--- src/rtl/core/arcs_fifo.sv ---
// ----------------------------------------------------------------------------
// arcs_fifo
// Two-entry queue that decouples the classifier from the evaluation pipeline.
// ----------------------------------------------------------------------------
module arcs_fifo #(
  parameter type T = logic
) (
  input  logic clk_i,
  input  logic rst_ni,
  input  logic push_i,
  input  T     push_data_i,
  input  logic pop_i,
  output T     head_o,
  output logic empty_o,
  output logic full_o
);

  T           mem_q [2];
  logic       wr_ptr_q, wr_ptr_d;
  logic       rd_ptr_q, rd_ptr_d;
  logic [1:0] count_q, count_d;

  assign empty_o = (count_q == 2'd0);
  assign full_o  = (count_q == 2'd2);
  assign head_o  = mem_q[rd_ptr_q];

  always_comb begin
    wr_ptr_d = wr_ptr_q;
    rd_ptr_d = rd_ptr_q;
    count_d  = count_q;
    if (push_i) begin
      wr_ptr_d = ~wr_ptr_q;
    end
    if (pop_i) begin
      rd_ptr_d = ~rd_ptr_q;
    end
    if (push_i && !pop_i) begin
      count_d = count_q + 2'd1;
    end else if (pop_i && !push_i) begin
      count_d = count_q - 2'd1;
    end
  end

  always_ff @(posedge clk_i or negedge rst_ni) begin
    if (!rst_ni) begin
      wr_ptr_q <= 1'b0;
      rd_ptr_q <= 1'b0;
      count_q  <= 2'd0;
    end else begin
      wr_ptr_q <= wr_ptr_d;
      rd_ptr_q <= rd_ptr_d;
      count_q  <= count_d;
    end
  end

  always_ff @(posedge clk_i) begin
    if (push_i) begin
      mem_q[wr_ptr_q] <= push_data_i;
    end
  end

endmodule

--- config.mk ---
export PLATFORM = sky130hd
export DESIGN_NAME = arcs_fifo
export DESIGN_NICKNAME = d
export VERILOG_FILES = /design/src/rtl/core/arcs_fifo.sv
export SDC_FILE = /design/constraint.sdc
export NUM_CORES = 1
export LEC_CHECK = 0
export ABC_AREA = 1
export BUFFER_PORTS_ARGS = -buffer_cell sky130_fd_sc_hd__buf_2
export CAP_MARGIN = 10
export CELL_PAD_IN_SITES_DETAIL_PLACEMENT = 0
export CELL_PAD_IN_SITES_GLOBAL_PLACEMENT = 1
export CORE_AREA = 2 2 39 41
export CTS_CLUSTER_DIAMETER = 30
export CTS_CLUSTER_SIZE = 10
export DETAILED_ROUTE_END_ITERATION = 6
export DIE_AREA = 0 0 41 43
export PLACE_DENSITY_LB_ADDON = 0.1
export SYNTH_ARGS = -nofsm -noshare
export SYNTH_HDL_FRONTEND = slang
export SYNTH_SLANG_ARGS = --single-unit
--- constraint.sdc ---
create_clock -name clk_i -period 1 [get_ports clk_i]
set_input_delay 0.2 -clock clk_i [delete_from_list [all_inputs] [get_ports clk_i]]
set_output_delay 0.2 -clock clk_i [all_outputs]
set_load 0.02 [all_outputs]
Word-level counts from Yosys, hierarchy flattened
Memory sizes are Yosys's and may differ from the RTL's.
Cells that the tools add are included.

word-level totals
  bits in registers = 4
  bits in writable memories = 2
  input port bits = 5
  output and inout bits = 3
  logic and storage cells = 19
  memories kept = 1

operators by class
  add/subtract/negate cells = 2
  equal/unequal tests = 1
  mux-type cells = 4
  bitwise operators = 2
  reductions and logical operators = 6

memory list
  name   depth  width  read ports  clocked after Yosys merged registers in  write ports  line  text
  mem_q  2      1      1           0                                        1            18    T mem_q [2];

operators with widths
  operator                                                             count
  2-bit 2-to-1 mux                                                     2
  2-bit by 1-bit adder with 2-bit output (second input constant)       1
  2-bit == test (second input constant)                                1
  1-bit logical AND                                                    2
  1-bit zero test                                                      2
  2-bit zero test                                                      1
  1-bit 2-to-1 mux                                                     2
  1-bit inverter                                                       2
  2-bit nonzero test                                                   1
  2-bit by 1-bit subtractor with 2-bit output (second input constant)  1

Longest topological paths before layout
  depth in word-level cells = 4
  mapped depth = 7
  mapped depth without buffers = 7

Worst setup path after synthesis
Ideal clock, no wire load.

  kind = register to output
  start point = reg rd_ptr_q
  end point = out head_o
  arrival = 728 ps
  data required time = 800 ps
  path slack = 72 ps
  cell stages (with the launch flop) = 2
  buffers on the path = 0
  cells stage by stage = dfrtp_1 > mux2_2

between the ends
  cells in the longest elaborated chain, start to end = 1

RTL lines
  element                 line  text
  from (decl)             20    logic rd_ptr_q, rd_ptr_d;
  from (signal assigned)  51    rd_ptr_q <= rd_ptr_d;
  memory read 2 x 1 bit   n/a
  to (decl)               13    output T head_o,

No other way between the ends.

Final worst setup path
Ends and elaborated chain as after synthesis.

==> impl_metrics.ini <==
[floorplan]
initial_core_util_pct = 20.9
pin_count = 8
die_h_um = 43
core.rowCount = 14
die_area_um2 = 1760
core-area_um2 = 1380
dieWidth_um = 41

[setup_path]
crit_required_ns = 0.80
crit_fanout = 2
critPathLaunchType = flip-flop
critPathLaunch = rd_ptr_q$_DFFE_PN0P_
critPathArrivalTime_ns = 1.06
worst_setup_path_end_kind = primary output
timing.rr.start = rd_ptr_q$_DFFE_PN0P_
path_class = reg -> out

[global_routing]
use_met1_pct = 9.48
met2_usage_pct = 11.6
grt_pass1_wl_um = 910
gr-max-usage-layer = met2
grt_pass1_vias = 239
grtUsageTotal_pct = 8.17
antenna_found_initial = 0
gr-usage-met3_pct = 3.14
grt-ovfl-total = 0
grt_max_degree = 5

[power_and_ir_drop]
p_leak_nw = 0.249
p_per_area_nw_per_um2 = 2610
finalPower_mw = 1.17
vdd_drop_max_mv = 1.10

[timing]
finalHoldViolCount = 0
setup_violations = 3
post-route-min-period_ns = 1.26
fin_ws_ns = -0.255
skew_ns = 0.00320
maxSlewViolCount = 0
setup_tns_ns = -0.437
slew_headroom_pct = 91.0
post-route-period-util_pct = 126
rsz0062_at_grt = yes
fmax_mhz = 797
whs_ns = 0.145
worst_slew_pin_slew_ns = 0.134

[outcome]
violations = setup timing
status = complete, but fails checks

[routing]
wirelength_um = 577
vias = 252
postRouteAntennaNets = 0
drtIter0Drc = 1
routed_via_density = 3.76
drc_errors = 0
drt_first_pass_iters = 2
wl_per_cell_um = 8.61

[hold_path]
min_path_type = in -> reg
hp-start = push_data_i

[final_layout]
fillers = 151
area_delta_synth_final_pct = 55.0
drive_above_1_share_pct = 39.2
fin_nets = 58
seqCellArea_um2 = 160
multi_input_area_um2 = 106
antenna_cells = 0
post-route-util_pct = 32.4

[synth]
ys_warn_count = 0
syn_area_um2 = 289
synth-xor-area-share_pct = 6.06
synthAdderAreaFrac_pct = 4.33
synth_cell_types = 11
synth-seq-cells = 6
synth_top_family_by_area = simple AND/OR/NAND/NOR gates
syn_avg_cell_area_um2 = 9.03
synth_mux_area_share_pct = 3.90
syn-instance-count = 32
syn-num-nets = 38
synth-compound-area-share_pct = 0
seq_area_frac_synth_pct = 55.4
synthSimpleGateAreaFrac_pct = 21.2

[placed_design]
place.gp.congestion = 0.604
io_buffer_count = 7
dpl.hpwl_um = 445

[cts]
clkSinkCount = 6
cts_buffers = 3
cts_max_level = 1
cts_tree = built
clock_tree.buffer_depth = 2
cts-root-buf = clkbuf_4
clkSlewWorstSetupHoldPaths_ns = 0.05
clock_latency_ns = 0.24

[job]
drv_cap = 0
## synth_stat cells (all sizes together)
master	number	area share, %
dfrtp	4	35
nand2	10	14
ha	1	4.3
inv	7	9.1
nor2	3	3.9
xor2	2	6.1
nand3	2	3.5
mux2	1	3.9
edfxtp	2	21
## stage by stage
stage | instances | setup WS [ns] | cell area [µm²]
floorplan | 32 | 0.0720 | 289
global placement | 58 | -0.0275 | 367
detailed placement | 58 | -0.0544 | 367
CTS | 66 | -0.268 | 440
global route | 67 | -0.297 | 448
finish | 67 | -0.255 | 448
## cell type report
| cell class | instances | area share, % |
|---|---|---|
| multi-input cells | 19 | 23.7 |
| inverters | 7 | 5.87 |
| well taps | 16 | 4.47 |
| flip-flops and latches | 6 | 35.8 |
| repair buffers | 15 | 24.3 |
| clock buffers | 4 | 5.87 |
## metal layers
layer	up-vias	wire length [µm]
li1	133	-
met1	114	251
met2	5	293
met3	0	32
met4	0	0
met5	-	0
## placed cells by master, fill, tap and decap left out, drive strengths merged
master / n
dfrtp: 4
nand2: 10
inv: 7
mux2: 1
xor2: 2
dlygate4sd3: 1
nor2: 3
nand3: 2
ha: 1
clkbuf: 4
buf: 14
edfxtp: 2
## worst max-delay path, stage by stage (launching register included)
cell     delay, ns
dfrtp_1       0.38
mux2_4        0.30
buf_6         0.13
## repair_timing
item,in CTS,in global routing
gates resized for setup,5,0
pin swaps,1,1
hold buffers,1,0
setup endpoints to repair,3,3
endpoints found under the hold margin,4,0
buffers inserted,3,1
## worst paths after layout
check / endpoint / slack [ns] / cells after the start
worst max-delay path: head_o / -0.26 / 2
worst min-delay path: mem_q[1]$_DFFE_PP_ / 0.15 / 1
worst max register to register: rd_ptr_q$_DFFE_PN0P_ / 0.09 / 3
worst min register to register: wr_ptr_q$_DFFE_PN0P_ / 0.49 / 1
max in group asynchronous: rd_ptr_q$_DFFE_PN0P_ / 0.57 / 2
min in group asynchronous: count_q[1]$_DFFE_PN0P_ / 0.30 / 2
## power breakdown
part	switching, mW	leakage, nW	internal [mW]
logic	0.225	0.168	0.290
clock network	0.0909	0.0150	0.151
registers	0.0615	0.0660	0.348
## registers in the layout, summed over array words and instances (netlist names)
signal	flops
wr_ptr_q	1
count_q	2
rd_ptr_q	1
mem_q	2
## cells by family (layout without fill, tap and decap cells)
| group | Yosys count | after routing |
|---|---|---|
| multiplexers | 1 | 1 |
| adder cells (fa/ha/maj) | 1 | 1 |
| flip-flops | 6 | 6 |
| XOR/XNOR | 2 | 2 |
| buffers and inverters | 7 | 26 |
| AND/OR/NAND/NOR | 15 | 15 |
Power figures use the tool's default switching activity.
