--- src/rtl/core/arcs_pkg.sv ---
// ----------------------------------------------------------------------------
// arcs_pkg
// Shared constants for the anti-aliased round-cap sprite core.
// ----------------------------------------------------------------------------
package arcs_pkg;

  localparam int FRAC_BITS = 16;
  localparam int CFG_IDX_W = 1;

  // Configuration register indexes.
  localparam logic [CFG_IDX_W-1:0] REG_CAP_DIAM   = 1'd0;
  localparam logic [CFG_IDX_W-1:0] REG_BASE_COLOR = 1'd1;

  localparam logic [7:0]  CAP_DIAM_RST   = 8'd16;
  localparam logic [31:0] BASE_COLOR_RST = 32'hFFFF_FFFF;

  localparam logic [16:0] COV_ONE    = 17'h1_0000;
  localparam logic [24:0] ROUND_HALF = 25'h000_8000;
  localparam logic [31:0] QUARTER_Q32 = 32'h4000_0000;

endpackage

--- src/rtl/core/arcs_front.sv ---
// ----------------------------------------------------------------------------
// arcs_front
// Classifies a pixel: sprite region check, top-half row, the two candidate
// boundary rows, and the radicands of their boundary square roots.
// ----------------------------------------------------------------------------
module arcs_front #(
  parameter int MAX_RADIUS = 64
) (
  input  logic [7:0]  cap_diam_i,
  input  logic [7:0]  pixel_row_i,
  input  logic [6:0]  pixel_col_i,
  output logic [1+7+2*$clog2(MAX_RADIUS+1)+2+4*($clog2(MAX_RADIUS+1)+16)-1:0] item_o
);

  localparam int RW = $clog2(MAX_RADIUS + 1);
  localparam int SW = RW + 16;
  localparam int NW = (RW + 2 > 9) ? RW + 2 : 9;
  localparam int TW = 2 * RW;

  typedef struct packed {
    logic              pix_ok;
    logic [6:0]        col;
    logic [RW-1:0]     k1;
    logic [RW-1:0]     k2;
    logic              ext_en;
    logic              k2_ge;
    logic [2*SW-1:0]   d1;
    logic [2*SW-1:0]   d2;
  } item_t;

  localparam logic [NW-1:0] SW_MAX = NW'(2 * MAX_RADIUS);

  logic [NW-1:0] sw_raw, sw_c, r, w, h, row, col, src, k2n, last_row;
  logic [RW-1:0] rr, m1, m2;
  logic [TW-1:0] t1, t2;
  item_t         item;

  always_comb begin
    sw_raw   = NW'(cap_diam_i);
    sw_c     = (sw_raw > SW_MAX) ? SW_MAX : sw_raw;
    r        = sw_c >> 1;
    w        = r << 1;
    h        = sw_c + NW'(2);
    last_row = h - NW'(1);
    row      = NW'(pixel_row_i);
    col      = NW'(pixel_col_i);
    src      = (row <= r) ? row : (last_row - row);
    k2n      = (col < r) ? col : (w - NW'(1) - col);
    rr       = r[RW-1:0];
    // Distance from the disc center row, in whole rows.
    m1       = rr - src[RW-1:0];
    m2       = rr - k2n[RW-1:0] - RW'(1);
    t1       = TW'(rr) * TW'(rr) - TW'(m1) * TW'(m1) - TW'(m1);
    t2       = TW'(rr) * TW'(rr) - TW'(m2) * TW'(m2) - TW'(m2);

    item.pix_ok = (r != '0) && (col < w) && (row != '0) && (row < last_row)
                  && ((row <= r) || (row >= last_row - r));
    item.col    = pixel_col_i;
    item.k1     = RW'(src - NW'(1));
    item.k2     = k2n[RW-1:0];
    item.ext_en = ((k2n << 1) >= (r - NW'(r[0])));
    item.k2_ge  = (k2n >= (src - NW'(1)));
    // (m + 0.5)^2 is folded in as m^2 + m + 1/4.
    item.d1     = {t1, 32'd0} - (2*SW)'(arcs_pkg::QUARTER_Q32);
    item.d2     = {t2, 32'd0} - (2*SW)'(arcs_pkg::QUARTER_Q32);
    item_o      = item;
  end

endmodule

--- config.mk ---
export PLATFORM = sky130hd
export DESIGN_NAME = arcs_front
export DESIGN_NICKNAME = d
export VERILOG_FILES = /design/src/rtl/core/arcs_pkg.sv /design/src/rtl/core/arcs_front.sv
export SDC_FILE = /design/constraint.sdc
export NUM_CORES = 1
export LEC_CHECK = 0
export BUFFER_PORTS_ARGS = -buffer_cell sky130_fd_sc_hd__clkbuf_2
export CAP_MARGIN = 20
export CORE_MARGIN = 1.5
export CORE_UTILIZATION = 25
export DETAILED_ROUTE_END_ITERATION = 8
export RECOVER_POWER = 100
export SLEW_MARGIN = 40
export SYNTH_ARGS = -nofsm -noshare
export SYNTH_HDL_FRONTEND = slang
export SYNTH_SLANG_ARGS = --single-unit
--- constraint.sdc ---
create_clock -name vclk -period 10.5
set_input_delay 1.575 -clock vclk [all_inputs]
set_output_delay 1.575 -clock vclk [all_outputs]
set_load 0.01 [all_outputs]
# == Yosys cells after proc, flatten, opt, wreduce, memory -nomap -nowiden ==
# Cells that the tools add are included.
# classes
add_sub_neg,17
n_mul,3
magnitude_cmp,8
muxes,3
reduce_logical,7
# ops
cell,n
$sub A46 B31 Y46 const B,2
$mul A7 B7 Y14,3
$sub A14 B14 Y14,2
$sub A14 B7 Y14,2
$ge A9 B9 Y1,2
$mux W9,2
$sub A9 B1 Y9 const B,2
$sub A9 B7 Y9,2
$sub A7 B7 Y7,2
$add A8 B2 Y9 const B,1
$ge A8 B9 Y1,1
$lt A8 B9 Y1,1
$reduce_bool A9 Y1,1
$sub A8 B1 Y9 const B,1
$sub A9 B8 Y9,1
$gt A8 B8 Y1 const B,1
$le A8 B7 Y1,1
$lt A7 B8 Y1,1
$mux W8,1
$reduce_bool A8 Y1,1
$sub A7 B1 Y8,1
$lt A7 B7 Y1,1
$sub A7 B1 Y7 const B,1
$logic_and A1 B1 Y1,4
$logic_or A1 B1 Y1,1
# totals
ff_bits,0
inputBits,23

# == Logic depth before layout (Yosys ltp) ==
# Gate-level depths: netlist of run 1.
# logic_depth
word_depth,11
mapped_depth,38
depth_no_buf,36

# == Worst setup path before layout of run 1 ==
# No wires, ideal clock.
# synth_timing
path_type,input -> output
startpoint,in cap_diam_i[7]
endpoint,out item_o[45]
t_arrival_ps,9983
required_ps,8925
path_slack_ps,-1058
stages,37
n_path_buf,3
cell_sequence,buf_2 > nor2b_1 > clkbuf_1 > inv_1 > ha_1 > nor4b_1 > o21bai_1 > a21oi_2 > buf_2 > a21oi_1 > a21oi_1 > inv_1 > ha_1 > and2_1 > a21boi_0 > o21ai_1 > or2_2 > xor2_1 > inv_1 > nor2_1 > fa_1 > inv_1 > fa_1 > inv_1 > fa_1 > fa_1 > inv_1 > ha_1 > nor3_1 > nand2_1 > o211a_1 > a311oi_2 > or2b_1 > or3_4 > o32a_1 > a22oi_2 > xor2_1
# synth_between
elab_chain_len,11
# synth_rtl
item,line_no,text
"start, declared",arcs_front.sv:9,"input logic [7:0] cap_diam_i,"
$gt A8 B8 Y1,arcs_front.sv:40,sw_c = (sw_raw > SW_MAX) ? SW_MAX : sw_raw;
$mux W8 (*),arcs_front.sv:40,
$sub A8 B1 Y9,arcs_front.sv:48,k2n = (col < r) ? col : (w - NW'(1) - col);
$sub A9 B7 Y9,arcs_front.sv:48,
$mux W9 (*),arcs_front.sv:48,
net item_o[97],arcs_front.sv:12,output logic [1+7+2*$clog2(MAX_RADIUS+1)+2+4*($clog2(MAX_RADIUS+1)+16)-1:0] item_o
$sub A7 B7 Y7 (*),arcs_front.sv:52,m2 = rr - k2n[RW-1:0] - RW'(1);
$sub A7 B1 Y7 (*),arcs_front.sv:52,
$mul A7 B7 Y14,arcs_front.sv:54,t2 = TW'(rr) * TW'(rr) - TW'(m2) * TW'(m2) - TW'(m2);
$sub A14 B14 Y14,arcs_front.sv:54,
$sub A14 B7 Y14 (*),arcs_front.sv:54,
$sub A46 B31 Y46 (*),arcs_front.sv:65,"item.d2 = {t2, 32'd0} - (2*SW)'(arcs_pkg::QUARTER_Q32);"
"end, declared",arcs_front.sv:12,
# The timed path passes the listed nets; every way through them passes the cells marked *.

# == Final worst setup path of run 1 ==
# layout_timing
startpoint,in cap_diam_i[7]
endpoint,out item_o[91]
# layout_between
elab_chain_len,11
# layout_rtl
item,line_no,text
$gt A8 B8 Y1,arcs_front.sv:40,
$mux W8 (*),arcs_front.sv:40,
$add A8 B2 Y9,arcs_front.sv:43,h = sw_c + NW'(2);
$sub A9 B1 Y9,arcs_front.sv:44,last_row = h - NW'(1);
$sub A9 B8 Y9,arcs_front.sv:47,src = (row <= r) ? row : (last_row - row);
$mux W9,arcs_front.sv:47,
$sub A7 B7 Y7,arcs_front.sv:51,m1 = rr - src[RW-1:0];
$mul A7 B7 Y14,arcs_front.sv:53,t1 = TW'(rr) * TW'(rr) - TW'(m1) * TW'(m1) - TW'(m1);
$sub A14 B14 Y14,arcs_front.sv:53,
$sub A14 B7 Y14 (*),arcs_front.sv:53,
$sub A46 B31 Y46 (*),arcs_front.sv:64,"item.d1 = {t1, 32'd0} - (2*SW)'(arcs_pkg::QUARTER_Q32);"
# Mark *: on every way between the ends. The rest lies on a longest branch, timed or not.

==> summary.md, run 1 <==
| Metric | Value |
|---|---|
| # placed instances | 1887 |
| Element type at the critical path end | primary output |
| Synth-to-Final Area Change | 40.2% |
| Violated checks | negative setup slack |
| Count of final max-slew check failures | 0 |
| Final Net Count | 1735 |
| Minimum period implied by the final worst setup slack | 10750 ps |
| Count of antenna diodes in the layout | 0 |
| Placer's final routability congestion estimate | 0.894 |
| Remaining global-route overflow | 0 |
| Library cells used by synthesis | 78 |
| Die X-Extent | 192 um |
| Data arrival time of the worst path | 9180 ps |
| Number of iterations in the first detailed-routing pass | 4 |
| Warnings from Yosys | 0 |
| Floorplan row count | 68 |
| Effective utilization at floorplan | 25.6% |
| Total Negative Setup Slacks | -502 ps |
| Detailed-route wire length per cell | 12.8 um |
| Transition time of the tightest slew-check pin | 769 ps |
| Final-layout clock buffer total | 0 |
| DRC violation total after the first TritonRoute iteration | 278 |
| Critical path class | in2out |
| Number of antenna violations at the first check in global routing | 0 |
| Sequential cell area | 0 um^2 |
| Number of primary I/O pins | 139 |
| Met2 wire length | 12000 um |
| Remaining max-slew budget at the tightest pin | 48.2% |
| Kind of cell adding the most delay to the critical path | adder cells |
| Number of buffers and inverters on the critical path | 10 |
| Hold Buf Count CTS | 0 |
| Final worst path period share | 102% |
| Final WL | 24600 um |
| Achievable Freq | 93.0 MHz |
| Floorplan Core Area | 34800 um^2 |
| Hold wc startpoint | pixel_col_i[3] |
| Count of endpoints failing setup in the final report | 3 |
| Residual DRC count | 0 |
| Number of port buffers | 75 |
| Estimated wirelength of the detail-placed design | 21400 um |
| Met3 WL | 793 um |
| Area of the mapped netlist | 8890 um^2 |
| Final sequential cell count | 0 |
| Tightest hold margin | 3410 ps |
| Critical-path cell with the highest stage delay | fa_1 |
| Highest signal layer in the routed design | met4 |
| Maximum capacitance violations | 0 |
| Wire length of the first global-routing pass | 41000 um |
| Overall track demand over capacity in global routing | 13.4% |
| Die Area | 36700 um^2 |
| Number of fill cells in the layout | 3626 |
| Number of instances in the synthesized netlist | 1142 |
| Unrepaired setup endpoints after global routing | true |
| Logic depth of the worst path, buffers included | 35 |
| Largest stage delay, worst path | 530 ps |
| Final-report hold violation count | 0 |
| Sequential fraction of the synthesis area | 0% |
| PnR worst setup slack | -252 ps |
| Area of placed instances | 11500 um^2 |
| Crit path top cell by count | inv_1 |
| Met1 routed wirelength after detailed routing | 11600 um |
| Run status | finished with violations |
| Data required time at the worst endpoint | 8930 ps |
| Maximum number of pins on one net before global-route repair | 14 |
| Classification of the worst-slack hold path | in2out |
| Layout cell share with drive strength beyond 1 | 31.5% |
| Vias per cell | 4.34 |
| Chip Height | 192 um |
| Avg Inst Size Synth | 7.79 um^2 |
| Endpoint of the worst hold path | item_o[111] |
| Number of cells on the worst hold path | 2 |
| Number of standard cells in the final layout excluding fillers | 1923 |
| Worst-path fanout max | 7 |
| Launching element type of the critical path | input port |
| Final design area excluding fillers | 12500 um^2 |
| Remaining antenna violation count | 0 |
| Routed via count | 8354 |
| Number of global-route vias before repair | 8677 |
layer usage:
layer	up-vias	GRT usage, %
li1	4264	-
met1	3920	18.1
met2	154	24.5
met3	16	0.439
met4	0	1.47
met5	-	0
worst max path at each step:
stage                             start    endpoint
after CTS                 cap_diam_i[3]  item_o[45]
after detailed placement  cap_diam_i[7]  item_o[90]
after floorplan           cap_diam_i[7]  item_o[45]
after global routing      cap_diam_i[7]  item_o[45]
after global placement    cap_diam_i[7]  item_o[45]
final                     cap_diam_i[7]  item_o[91]
per-stage QoR:
stage	utilization (%)	setup slack, ps
4_1_cts	34.7	-259
2_1_floorplan	-	-35.7
3_3_place_gp	33.0	-305
3_5_place_dp	33.0	-412
6_report	35.8	-252
5_1_grt	35.8	-573
Yosys cell counts, types with 10 or more instances:
cell / count / area share [%]
xor2_1: 40 / 3.9
ha_1: 162 / 23
a21o_1: 21 / 1.8
nor2_1: 80 / 3.4
fa_1: 80 / 18
buf_4: 72 / 6.1
xnor2_1: 53 / 5.2
nand2b_1: 13 / 0.91
o21ai_0: 39 / 2.2
and2_1: 18 / 1.3
nand2_1: 63 / 2.7
nor2b_1: 23 / 1.6
a21oi_1: 43 / 2.4
inv_1: 219 / 9.2
nand3_1: 16 / 0.90
o21bai_1: 10 / 0.84
nor3_1: 19 / 1.1
o21a_1: 19 / 1.6
layout make-up:
class / count / area, um^2 / area share, %
inverter: 223 / 855 / 6.86
multi-input combinational: 904 / 8650 / 69.4
tap: 455 / 569 / 4.57
timing repair buffer: 341 / 2390 / 19.2
cell families after synthesis:
group                    after synthesis  share of synthesized area [%]
buffers and inverters                309                           16.1
adder cells (fa/ha/maj)              244                           41.0
AO/OA/AOI/OAI                        194                           15.1
AND/OR/NAND/NOR                      285                           16.4
other                                  2                         0.0845
XOR/XNOR                              96                           9.85
multiplexers                          12                           1.41
layout by cell type, fill, tap and decap left out, types with 5 or more instances in the layout:
cell type	n
nand3_1	15
or3_1	6
clkbuf_1	26
and3_1	8
nor3_1	13
conb_1	73
xnor2_1	44
nand2b_1	11
o31a_1	5
a21oi_1	32
a21oi_4	5
xnor2_2	7
o21ai_1	6
buf_4	247
mux2i_1	6
a21o_1	21
buf_2	8
nor4_1	6
inv_2	18
nor2_1	74
xor2_1	34
o21bai_1	9
ha_4	20
o21ai_0	29
nand4_1	5
o211ai_1	5
nor2b_4	7
inv_1	202
and2_1	16
a21oi_2	7
o21a_1	19
ha_1	139
fa_1	79
clkbuf_2	46
nand2_1	56
nor2b_1	17
buf_6	12
timing repair:
action / in CTS / in global routing
endpoints found under the setup margin: 8 / 13
cloned: 0 / 0
pin swaps: 44 / 46
gates resized for setup: 82 / 82
setup buffers: 27 / 12
Power of run 1 is left out: the tool's default activity adds up to more than one toggle a clock period on the data nets, which glitch-free logic cannot reach.
==> run 2, diff against run 1 <==
CAP_MARGIN = default   (was 20)
CORE_UTILIZATION = 45   (was 25)
PLACE_DENSITY = 0.68   (was default)
SETUP_SLACK_MARGIN = 0.5   (was default)
==> summary.md, run 2 (same netlist as run 1, synthesis figures left out) <==
| Metric | Value |
|---|---|
| Final worst path period share | 102% (about the same) |
| Number of primary I/O pins | 139 (unchanged) |
| Unrepaired setup endpoints after global routing | true (unchanged) |
| Remaining antenna violation count | 0 (unchanged) |
| PnR worst setup slack | -227 ps (was -252 ps) |
| Placer's final routability congestion estimate | 0.918 (was 0.894) |
| Maximum number of pins on one net before global-route repair | 13 (was 14) |
| DRC violation total after the first TritonRoute iteration | 276 (was 278) |
| Count of final max-slew check failures | 0 (unchanged) |
| Final sequential cell count | 0 (unchanged) |
| Effective utilization at floorplan | 45.8% (was 25.6%) |
| Layout cell share with drive strength beyond 1 | 34.7% (was 31.5%) |
| Synth-to-Final Area Change | 39.4% (was 40.2%) |
| Endpoint of the worst hold path | item_o[110] (was item_o[111]) |
| Number of port buffers | 75 (unchanged) |
| Number of global-route vias before repair | 8127 (was 8677) |
| Worst-path fanout max | 6 (was 7) |
| Hold wc startpoint | pixel_col_i[2] (was pixel_col_i[3]) |
| Number of antenna violations at the first check in global routing | 0 (unchanged) |
| Chip Height | 144 um (was 192 um) |
| Final-layout clock buffer total | 0 (unchanged) |
| Largest stage delay, worst path | 500 ps (was 530 ps) |
| Number of cells on the worst hold path | 2 (unchanged) |
| Most frequent cells in the layout | buf_4, inv_1, ha_1 (unchanged) |
| Achievable Freq | 93.2 MHz (was 93.0 MHz) |
| Wire length of the first global-routing pass | 37500 um (was 41000 um) |
| Routed via count | 8452 (was 8354) |
| Critical-path cell with the highest stage delay | fa_1 (unchanged) |
| Data arrival time of the worst path | 9150 ps (was 9180 ps) |
| Launching element type of the critical path | input port (unchanged) |
| Most common library cell in the layout ignoring fill and taps | buf_4 (unchanged) |
| Die X-Extent | 144 um (was 192 um) |
| Maximum capacitance violations | 0 (unchanged) |
| Count of antenna diodes in the layout | 0 (unchanged) |
| Final Net Count | 1724 (was 1735) |
| Transition time of the tightest slew-check pin | 725 ps (was 769 ps) |
| Die Area | 20600 um^2 (was 36700 um^2) |
| Vias per cell | 4.91 (was 4.34) |
| Violated checks | negative setup slack (unchanged) |
| Critical path class | in2out (unchanged) |
| Final-report hold violation count | 0 (unchanged) |
| Crit path top cell by count | fa_1 (was inv_1) |
| Sequential cell area | 0 um^2 (unchanged) |
| Detailed-route wire length per cell | 13.9 um (was 12.8 um) |
| Residual DRC count | 0 (unchanged) |
| Floorplan row count | 51 (was 68) |
| Final WL | 23900 um (was 24600 um) |
| Number of iterations in the first detailed-routing pass | 5 (was 4) |
| Remaining max-slew budget at the tightest pin | 51.1% (was 48.2%) |
| Element type at the critical path end | primary output (unchanged) |
| Minimum period implied by the final worst setup slack | 10730 ps (was 10750 ps) |
| Estimated wirelength of the detail-placed design | 19800 um (was 21400 um) |
| Tightest hold margin | 3420 ps (was 3410 ps) |
| Data required time at the worst endpoint | 8930 ps (about the same) |
| Classification of the worst-slack hold path | in2out (unchanged) |
| Remaining global-route overflow | 0 (unchanged) |
| Run status | finished with violations (unchanged) |
| Floorplan Core Area | 19400 um^2 (was 34800 um^2) |
| Count of endpoints failing setup in the final report | 6 (was 3) |
| Overall track demand over capacity in global routing | 22.2% (was 13.4%) |
[run 2: cell types whose count changed in the layout (fill, tap and decap cells not counted), sizes merged]
cell,delta
clkbuf,-12
a32o,+1
[run 2: area by class of cell]
class	count	area, um^2
multi-input combinational	905	8840
tap	265	332
inverter	223	847
timing repair buffer	329	2380
fill	1674	7000
[run 2: critical path, delay by kind of cell]
kind,cells,cell delay (ps)
adders and majority gates,7,2450
and+or+nand+nor,9,1810
AOI/OAI and AO/OA,8,1610
buffers and inverters,11,1040
xor gates and xnor gates,2,340
muxes,1,320
[run 2: how the worst max path moves through the flow]
stage / to / cells past startpoint / from
global placement: item_o[91] / 38 / cap_diam_i[7]
global route: item_o[45] / 38 / cap_diam_i[7]
detailed placement: item_o[90] / 38 / cap_diam_i[7]
finish: item_o[45] / 38 / cap_diam_i[7]
floorplan: item_o[45] / 37 / cap_diam_i[7]
CTS: item_o[45] / 32 / cap_diam_i[7]
[run 2: timing repair]
action	CTS	global route
cloned	1	0
buffers inserted	12	29
endpoints found under the setup margin	14	17
gates resized for setup	72	101
pin swaps	18	70
hold buffers	0	0
[run 2: per-layer routing]
layer / share of wire [%] / GRT usage (%) / vias to the layer above
met4: 2.6 / 5.05 / 0
met3: 2.9 / 0.400 / 38
met5: 0 / 0 / -
li1: - / - / 4242
met1: 44 / 28.6 / 3989
met2: 50 / 41.3 / 183
[run 2: stage by stage]
stage	cell area, um^2	utilization, %	cells	setup TNS [ps]	worst slack (ps)
6_report	12400	63.9	1722	-669	-227
5_1_grt	12400	63.9	1722	-2880	-574
4_1_cts	11700	60.4	1693	-303	-225
3_5_place_dp	11200	57.9	1680	-1810	-377
3_3_place_gp	11200	57.9	1680	-990	-258
2_1_floorplan	9580	-	1213	0	41.9
Power of run 2 is left out for the same reason.
==> run 3, diff against run 2 <==
CAP_MARGIN = 15   (was default)
CELL_PAD_IN_SITES_DETAIL_PLACEMENT = 2   (was default)
CELL_PAD_IN_SITES_GLOBAL_PLACEMENT = 2   (was default)
CORE_UTILIZATION = 30   (was 45)
PLACE_DENSITY = default   (was 0.68)
PLACE_DENSITY_LB_ADDON = 0.1   (was default)
==> summary.md, run 3 (same netlist as run 1, synthesis figures left out) <==
| Metric | Value |
|---|---|
| Remaining max-slew budget at the tightest pin | 60.5% (was 51.1%) |
| Largest stage delay, worst path | 570 ps (was 500 ps) |
| Floorplan row count | 62 (was 51) |
| Chip Height | 175 um (was 144 um) |
| Count of endpoints failing setup in the final report | 9 (was 6) |
| Minimum period implied by the final worst setup slack | 10990 ps (was 10730 ps) |
| Number of antenna violations at the first check in global routing | 0 (unchanged) |
| Final sequential cell count | 0 (unchanged) |
| Count of final max-slew check failures | 0 (unchanged) |
| Most frequent cells in the layout | buf_4, inv_1, ha_1 (unchanged) |
| Maximum number of pins on one net before global-route repair | 14 (was 13) |
| Final Net Count | 1768 (was 1724) |
| Tightest hold margin | 3420 ps (about the same) |
| Met2 wire length | 18400 um (was 12000 um) |
| Floorplan Core Area | 28900 um^2 (was 19400 um^2) |
| Die Area | 30700 um^2 (was 20600 um^2) |
| Die X-Extent | 175 um (was 144 um) |
| Data required time at the worst endpoint | 8930 ps (about the same) |
| Transition time of the tightest slew-check pin | 587 ps (was 725 ps) |
| Unrepaired setup endpoints after global routing | true (unchanged) |
| Launching element type of the critical path | input port (unchanged) |
| PnR worst setup slack | -495 ps (was -227 ps) |
| Estimated wirelength of the detail-placed design | 26700 um (was 19800 um) |
| Critical-path cell with the highest stage delay | fa_1 (unchanged) |
| Residual DRC count | 0 (unchanged) |
| Effective utilization at floorplan | 30.7% (was 45.8%) |
| Violated checks | negative setup slack (unchanged) |
| Final WL | 33000 um (was 23900 um) |
| Number of cells on the worst hold path | 2 (unchanged) |
| Number of primary I/O pins | 139 (unchanged) |
| Data arrival time of the worst path | 9420 ps (was 9150 ps) |
| Final worst path period share | 105% (was 102%) |
| Most common library cell in the layout ignoring fill and taps | buf_4 (unchanged) |
| Synth-to-Final Area Change | 44.9% (was 39.4%) |
| Maximum capacitance violations | 0 (unchanged) |
| Number of port buffers | 75 (unchanged) |
| Highest signal layer in the routed design | met4 (unchanged) |
| Total Negative Setup Slacks | -2470 ps (was -669 ps) |
| Detailed-route wire length per cell | 17.5 um (was 13.9 um) |
| Hold Buf Count CTS | 0 (unchanged) |
| Count of antenna diodes in the layout | 0 (unchanged) |
| Number of iterations in the first detailed-routing pass | 4 (was 5) |
| Number of buffers and inverters on the critical path | 10 (was 11) |
| Worst-path fanout max | 4 (was 6) |
| Remaining antenna violation count | 0 (unchanged) |
| Classification of the worst-slack hold path | in2out (unchanged) |
| Crit path top cell by count | fa_1 (unchanged) |
| Endpoint of the worst hold path | item_o[111] (was item_o[110]) |
| DRC violation total after the first TritonRoute iteration | 190 (was 276) |
| Run status | finished with violations (unchanged) |
| Sequential cell area | 0 um^2 (unchanged) |
| Placer's final routability congestion estimate | 0.838 (was 0.918) |
| Overall track demand over capacity in global routing | 20.5% (was 22.2%) |
| Kind of cell adding the most delay to the critical path | adder cells (unchanged) |
| Met3 WL | 477 um (was 683 um) |
| Achievable Freq | 91.0 MHz (was 93.2 MHz) |
| Element type at the critical path end | primary output (unchanged) |
| Final-report hold violation count | 0 (unchanged) |
| Number of global-route vias before repair | 9872 (was 8127) |
| Wire length of the first global-routing pass | 50900 um (was 37500 um) |
| Vias per cell | 4.74 (was 4.91) |
| Met1 routed wirelength after detailed routing | 13800 um (was 10600 um) |
| Remaining global-route overflow | 0 (unchanged) |
| Layout cell share with drive strength beyond 1 | 36.0% (was 34.7%) |
| Final-layout clock buffer total | 0 (unchanged) |
| Critical path class | in2out (unchanged) |
| Hold wc startpoint | pixel_col_i[3] (was pixel_col_i[2]) |
| Routed via count | 8928 (was 8452) |
run 3: cell types whose count changed in the layout (fill, tap and decap cells not counted), moves of 3 or more:
cell / previous run / this run
nor2_4: 2 / 6
nor2_1: 68 / 63
buf_6: 16 / 24
nor3_1: 16 / 13
clkbuf_1: 7 / 19
buf_4: 235 / 267
o21ai_2: 4 / 8
o21ai_0: 29 / 26
clkbuf_2: 53 / 48
run 3: per-layer routing:
layer	vias up	global-route usage, %
li1	4325	-
met1	4463	24.5
met2	116	41.9
met3	24	0.261
met4	0	1.28
met5	-	0
run 3: cell type report:
class	instances	area, um^2
inverters	223	847
repair buffers	374	2710
multi-input cells	904	8850
fillers	3323	16000
well taps	384	480
run 3: through the flow:
step                cell area, um^2  setup WS (ps)  std cells  util [%]
global route                  12900           -828       1885      44.5
detailed placement            11500           -597       1814      39.6
finish                        12900           -495       1885      44.5
CTS                           12200           -430       1850      42.3
floorplan                      9580           41.9       1213         -
global placement              11500           -406       1814      39.6
run 3: how the worst max path moves through the flow:
stage	from	endpoint	slack, ps	depth (start not counted)
floorplan	cap_diam_i[7]	item_o[45]	40	37
global placement	cap_diam_i[3]	item_o[45]	-410	28
detailed placement	cap_diam_i[3]	item_o[45]	-600	36
CTS	cap_diam_i[7]	item_o[45]	-430	32
global route	cap_diam_i[7]	item_o[91]	-830	38
finish	cap_diam_i[7]	item_o[45]	-490	33
run 3: timing repair:
| item | in CTS | in global routing |
|---|---|---|
| pin swaps | 31 | 60 |
| resized for setup | 103 | 96 |
| buffers inserted | 36 | 35 |
| setup endpoints to repair | 16 | 20 |
Power of run 3 is left out for the same reason.
